`src/design/fbrf_pkg.sv`:
```
// shared types, opcodes and constants for the framebuffer rectangle fill engine
package fbrf_pkg;

    localparam int DEF_SCREEN_WIDTH  = 256;
    localparam int DEF_SCREEN_HEIGHT = 256;

    localparam int OP_W     = 3;
    localparam int COORD_W  = 11;
    localparam int CLAMP_W  = COORD_W - 1;
    localparam int COLOR_W  = 8;
    localparam int PIX_W    = 4;
    localparam int STATUS_W = 2;

    localparam logic [COLOR_W-1:0] MAX_COLOR = 8'd15;

    localparam logic [OP_W-1:0] OP_CLEAR   = 3'd0;
    localparam logic [OP_W-1:0] OP_PLOT    = 3'd1;
    localparam logic [OP_W-1:0] OP_FILL    = 3'd2;
    localparam logic [OP_W-1:0] OP_OUTLINE = 3'd3;
    localparam logic [OP_W-1:0] OP_READ    = 3'd4;

    localparam logic [STATUS_W-1:0] STAT_DONE       = 2'd0;
    localparam logic [STATUS_W-1:0] STAT_BAD_COLOR  = 2'd1;
    localparam logic [STATUS_W-1:0] STAT_OFF_SCREEN = 2'd2;

    typedef struct packed {
        logic [CLAMP_W-1:0] x_lo;
        logic [CLAMP_W-1:0] x_hi;
        logic [CLAMP_W-1:0] y_lo;
        logic [CLAMP_W-1:0] y_hi;
    } t_rect;

endpackage

```
`src/design/fbrf_walk.sv`:
```
// rectangle walker: one pixel address per cycle, row by row
module fbrf_walk #(
    parameter int SCREEN_WIDTH  = fbrf_pkg::DEF_SCREEN_WIDTH,
    parameter int SCREEN_HEIGHT = fbrf_pkg::DEF_SCREEN_HEIGHT
) (
    input  logic            i_clk,
    input  logic            i_rst_n,
    input  logic            i_start,
    input  fbrf_pkg::t_rect i_rect,
    output logic            o_act,
    output logic            o_last,
    output logic [(SCREEN_WIDTH*SCREEN_HEIGHT > 1 ?
                   $clog2(SCREEN_WIDTH*SCREEN_HEIGHT) : 1)-1:0] o_addr
);
    import fbrf_pkg::*;

    localparam int DEPTH = SCREEN_WIDTH * SCREEN_HEIGHT;
    localparam int AW    = DEPTH > 1 ? $clog2(DEPTH) : 1;

    logic               r_busy;
    t_rect              r_rect;
    logic [CLAMP_W-1:0] r_x;
    logic [CLAMP_W-1:0] r_y;
    logic [AW-1:0]      r_base;
    logic               x_end;
    logic               y_end;

    assign x_end  = (r_x == r_rect.x_hi);
    assign y_end  = (r_y == r_rect.y_hi);
    assign o_act  = r_busy;
    assign o_last = r_busy && x_end && y_end;
    assign o_addr = r_base + AW'(r_x);

    always_ff @(posedge i_clk) begin
        if (!i_rst_n) begin
            r_busy <= 1'b0;
        end else if (i_start) begin
            r_busy <= 1'b1;
        end else if (o_last) begin
            r_busy <= 1'b0;
        end
    end

    // row base starts from one multiply, then steps by the screen width
    always_ff @(posedge i_clk) begin
        if (i_start) begin
            r_rect <= i_rect;
            r_x    <= i_rect.x_lo;
            r_y    <= i_rect.y_lo;
            r_base <= AW'(i_rect.y_lo) * AW'(SCREEN_WIDTH);
        end else if (r_busy) begin
            if (x_end) begin
                r_x    <= r_rect.x_lo;
                r_y    <= r_y + CLAMP_W'(1);
                r_base <= r_base + AW'(SCREEN_WIDTH);
            end else begin
                r_x <= r_x + CLAMP_W'(1);
            end
        end
    end

endmodule

```
`config.mk`:
```
export PLATFORM = sky130hd
export DESIGN_NAME = fbrf_walk
export DESIGN_NICKNAME = d
export VERILOG_FILES = /design/src/design/fbrf_pkg.sv /design/src/design/fbrf_walk.sv
export SDC_FILE = /design/constraint.sdc
export NUM_CORES = 1
export LEC_CHECK = 0
export ABC_AREA = 1
export BUFFER_PORTS_ARGS = -buffer_cell sky130_fd_sc_hd__buf_2
export CORE_ASPECT_RATIO = 0.6
export CORE_MARGIN = 8
export CORE_UTILIZATION = 45
export CTS_BUF_LIST = sky130_fd_sc_hd__clkbuf_8
export CTS_CLUSTER_SIZE = 30
export DETAILED_ROUTE_END_ITERATION = 6
export PLACE_DENSITY = 0.67
export RECOVER_POWER = 50
export SETUP_SLACK_MARGIN = 0.4
export SLEW_MARGIN = 30
export SYNTH_ARGS = -nofsm -noshare
export SYNTH_HDL_FRONTEND = slang
export SYNTH_SLANG_ARGS = --single-unit
```
`constraint.sdc`:
```
create_clock -name i_clk -period 3.2 [get_ports i_clk]
set_input_delay 0.64 -clock i_clk [delete_from_list [all_inputs] [get_ports i_clk]]
set_output_delay 0.64 -clock i_clk [all_outputs]
set_load 0.03 [all_outputs]
```
**Word-level counts from Yosys, hierarchy flattened**

Index checks and enable logic that the tools add are counted.

- Flip-flop bits (word level): 67
- Input port bits: 43
- Output and inout port bits: 18
- Logic and storage cells: 32

- Add/sub/neg operators: 4
- Equal/unequal tests: 2
- Muxes and demuxes: 11
- Reduce and logical (&&, ||, !) cells: 7

Operators by type and width:

| kind | number |
|---|---|
| $mux W10 | 6 |
| $mux W16 | 3 |
| $add A10 B1 Y10 const B | 2 |
| $eq A10 B10 Y1 | 2 |
| $add A16 B10 Y16 | 1 |
| $add A16 B9 Y16 const B | 1 |
| $reduce_bool A2 Y1 | 3 |
| $reduce_and A2 Y1 | 2 |
| $logic_and A1 B1 Y1 | 2 |
| $mux W1 | 2 |

**Longest topological paths before layout**

- Depth after elaboration: 5
- Gate-level depth with buffers: 11
- Depth with buffers taken out: 10

**Worst setup path after synthesis**

OpenSTA, ideal clock, no wires.

- Kind: reg2out
- Start point: register r_x[8]
- End point: output o_addr[14] (netlist bit)
- Data arrival time: 1733 ps
- Data required time: 2560 ps
- Setup slack: 827 ps
- Stages on the path, launching flop included: 7
- Buffers on the path: 0
- Path through: edfxtp_1 > ha_1 > inv_1 > fa_1 > nor2_1 > nand2_1 > xor2_1

RTL lines:

| item | line | text |
|---|---|---|
| start, declared | fbrf_walk.sv:22 | `logic [CLAMP_W-1:0] r_x;` |
| start signal, assigned | fbrf_walk.sv:48 | `r_x <= i_rect.x_lo;` |
| start signal, assigned | fbrf_walk.sv:53 | `r_x <= r_rect.x_lo;` |
| start signal, assigned | fbrf_walk.sv:57 | `r_x <= r_x + CLAMP_W'(1);` |
| end, declared | fbrf_walk.sv:13 | `$clog2(SCREEN_WIDTH*SCREEN_HEIGHT) : 1)-1:0] o_addr` |

**Final worst setup path**

- Start point: register r_x[8]
- End point: output o_last

- Longest elaborated chain between the ends: 3

Ends and longest elaborated chain:

| item | line | text |
|---|---|---|
| $eq A10 B10 Y1 | fbrf_walk.sv:28 | `assign x_end = (r_x == r_rect.x_hi);` |
| $logic_and A1 B1 Y1 (2 in series) | fbrf_walk.sv:31 | `assign o_last = r_busy && x_end && y_end;` |
| end, declared | fbrf_walk.sv:11 | `output logic o_last,` |

No other way between the ends.

==> metrics.md <==
| Metric | Value |
|---|---|
| IO Port Bufs | 60 |
| Reg-to-Reg End | r_base[14]$_DFFE_PP_ |
| CP max-delay cell | edfxtp_1 |
| Die W | 126.5 µm |
| Crit path max-delay family | simple AND/OR/NAND/NOR gates |
| Seq/Total Area, Yosys | between 50% and 60% |
| Yosys reg bits | 59 |
| Critical Path RT | 2.56 ns |
| Largest family of logic cells by synthesized area | simple AND/OR/NAND/NOR gates |
| Cell mode on critical path | nand2_1 |
| Worst reg2reg setup slack | 1.07 ns |
| Initial DRC count | 200 |
| Number of buffers created by CTS | 9 |
| Nets@finish | 476 |
| Clock Tree Buf Depth | 2 |
| Crit path max fanout | 12 |
| Worst EP arrival | 2.05 ns |
| Crit-path cells | buf_4 > inv_2 > nand2_1 > nand2_1 > nor2_1 > buf_4 > nand2_1 > nor3_1 > and2_1 > buf_2 |
| Antenna Violating Nets Remaining | 0 |
| GRT Residual Overflow | 0 |
| Boundary Pins | approximately 60 |
| Mean post-synth cell area | 8.959 µm² |
| Synth unique cells | 31 |
| Top-area cell type share of the netlist area | 52.83% |
| Clock sink count | about 60 |
| Hold Path Origin | i_rect[4] |
| CTS HTree Levels | 3 |
| Final min period | 2.693 ns |
| Non-Filler Instances | approximately 520 |
| Largest stage delay, worst path | ~0.41 ns |
| Via density | 4.933 |
| Vias in the first global route | between 2000 and 2500 |
| Synth Area in Compound Gates | roughly 5.7% |
| R2R depth | 9 |
| Die Span Y | slightly above 80 µm |
| Initial antenna violation count | 0 |
| Buf/Inv on CP | 4 |
| WHS | around 0.47 ns |
| Final core occ | 54.27% |
| Hold depth | 1 |
| Full die area | 0.01041 mm² |
| Via count | 2580 |
| Worst Hold End | r_rect[4]$_DFFE_PP_ |
| F_max | 0.3714 GHz |
| Routed WL | 7443 µm |
| Unrepaired setup endpoints after global routing | no |
| Max cap viols | 0 |
| Syn Nets | 417 |
| Final hold violations | 0 |
| Post-Layout Inst Area | 0.003895 mm² |
| Max_slew headroom | about a fifth |
| P&R area growth vs syn | 18.14% |
| Pwr Density | 581.1 mW/mm² |
| Row count | 24 |
| Antenna cells | 0 |
| Largest net degree at the start of global routing | 56 |
| DP HPWL | around 5400 µm |
| CP Capture Type | output pin |
| Root Buffer | clkbuf_8 |
| Worst-Margin Slew | 1.208 ns |
| Cell count after synthesis | between 300 and 400 |
| Setup tns final | 0 ns |
| Final worst-path cycle share | 84.15% |
| Core box area | just over 0.007 mm² |
| Setup CP Type | reg2out |
| GPL Wtd Cong | 0.7952 |
| Multiplexer share of the synthesized area | 0% |
| Initial Util | between 40% and 50% |
| Adder-Cell Fraction of Synth Area | 2.505% |
| Max IR drop VDD | 0.2824 mV |
| Simple logic cell fraction of the synthesized area | between 20% and 30% |
| Post-Place Cells | 505 |
| Skew final | 0.003882 ns |
| Final setup violating endpoints | 0 |
| Post-DR wirelength/cell | 14.23 µm |
| Status | completed |
| Synth top area cells | edfxtp_1 (53%), nand2_1 (11%), inv_1 (5.6%) |
| Clock transition at path regs | 0.07 ns |
| Post-synthesis xor/xnor area fraction | roughly 6% |
| Initial DRT Pass Iterations | 5 |
| Worst flop-to-flop path startpoint | r_x[3]$_DFFE_PP_ |
| Mapped Area | 0.003297 mm² |
| HP Class | in2reg |
| Final Max Slew Viols | 0 |
| Tot GR Track Use | 15.21% |
| Startpoint Class | flip-flop |
| CTS tree | built |
| Worst-Skew Late Latency | approximately 0.34 ns |
| Synth area leader | edfxtp_1 |
| Layout cells sized above 1 | between 20% and 30% |
| Post-CTS Hold Buffers | 0 |
| First-pass GRT wire length | 12070 µm |
| Lkg Pwr | 1.802 nW |
| YS warnings | 0 |
| Residual DRC | 0 |
| Area after DPL | approximately 0.0036 mm² |
[what timing repair did]
item                                    4_1_cts  5_1_grt
resized for setup                             0        2
hold endpoints to repair                      0        0
endpoints found under the setup margin        0        1
setup buffers                                 0        2
[kinds of logic (layout without fill, tap and decap cells)]
kind of cell,Yosys count,after routing
adder cells (fa/ha/maj),6,6
flip-flops,59,59
AO/OA/AOI/OAI,36,36
AND/OR/NAND/NOR,169,169
buffers and inverters,76,140
XOR/XNOR,22,22
[cells in the mapped netlist]
cell,n
xor2_1,16
clkbuf_1,4
clkinv_1,1
a31oi_1,1
ha_1,5
nor2_1,23
buf_2,4
fa_1,1
buf_4,10
buf_6,1
nor4_1,1
inv_1,49
nor2_2,2
nand3_1,22
nand4_1,13
nand2_1,100
and2_4,1
o22ai_1,2
o21ai_1,1
o21a_1,1
inv_2,7
o21ai_0,26
nand3_2,1
nor3_1,1
dfxtp_1,1
or2_2,1
edfxtp_1,58
nor3_2,3
and2_1,1
a21oi_1,5
xnor2_1,6
[placed cells by master (no fill, tap or decap), drive strengths merged]
cell type  count
nor3           4
nand3         23
or2            1
nor2          25
edfxtp        58
ha             5
buf           56
nor4           1
inv           56
clkinv         3
and2           2
nand4         13
bufinv         4
xor2          16
o21a           1
o22ai          2
a31oi          1
dfxtp          1
a21oi          5
xnor2          6
o21ai         27
nand2        100
fa             1
clkbuf        20
clkinvlp       1
[worst max path at each step]
stage,from,slack [ns],cells past startpoint,to
finish,r_x[8]$_DFFE_PP_,0.51,10,o_last
global route,r_x[8]$_DFFE_PP_,0.41,7,o_addr[14]
CTS,r_x[8]$_DFFE_PP_,0.48,7,o_addr[14]
detailed placement,r_x[8]$_DFFE_PP_,0.87,7,o_addr[14]
global placement,r_x[8]$_DFFE_PP_,0.92,7,o_addr[14]
floorplan,r_x[8]$_DFFE_PP_,0.83,6,o_addr[14]
[sequential cells by signal (all words and copies together), names as in the netlist]
register,count
r_base,8
r_y,10
r_rect,30
o_act,1
r_x,10
[metal layers]
| metal | part of all wire, % | wire, µm | GRT usage [%] |
|---|---|---|---|
| met1 | 50 | 3737 | 21.03 |
| met3 | 7.5 | 560 | 4.679 |
| met2 | 41 | 3033 | 21.06 |
| met5 | 0 | 0 | 0 |
| met4 | 1.5 | 111 | 7.986 |
[cell type report]
type | count | area (µm²)
fillers | 652 | 3282
flip-flops and latches | 59 | 1762
multi-input cells | 233 | 1202
repair buffers | 67 | 339.1
inverters | 57 | 214.0
clock inverters | 7 | 140.1
clock buffers | 9 | 123.9
well taps | 91 | 113.9
[per-stage QoR]
step                setup WS, ns  power (mW)
floorplan                 0.8272       1.260
global placement          0.9214       1.355
detailed placement        0.8710       1.367
CTS                       0.4815       2.284
global route              0.4123       2.369
finish                    0.5072       2.263
[power breakdown]
| group | internal (mW) | switching (mW) |
|---|---|---|
| Clock | 0.594 | 0.314 |
| Sequential | 0.931 | 0.0568 |
| Combinational | 0.128 | 0.239 |
Note: power is estimated with default switching activity, not from simulation.
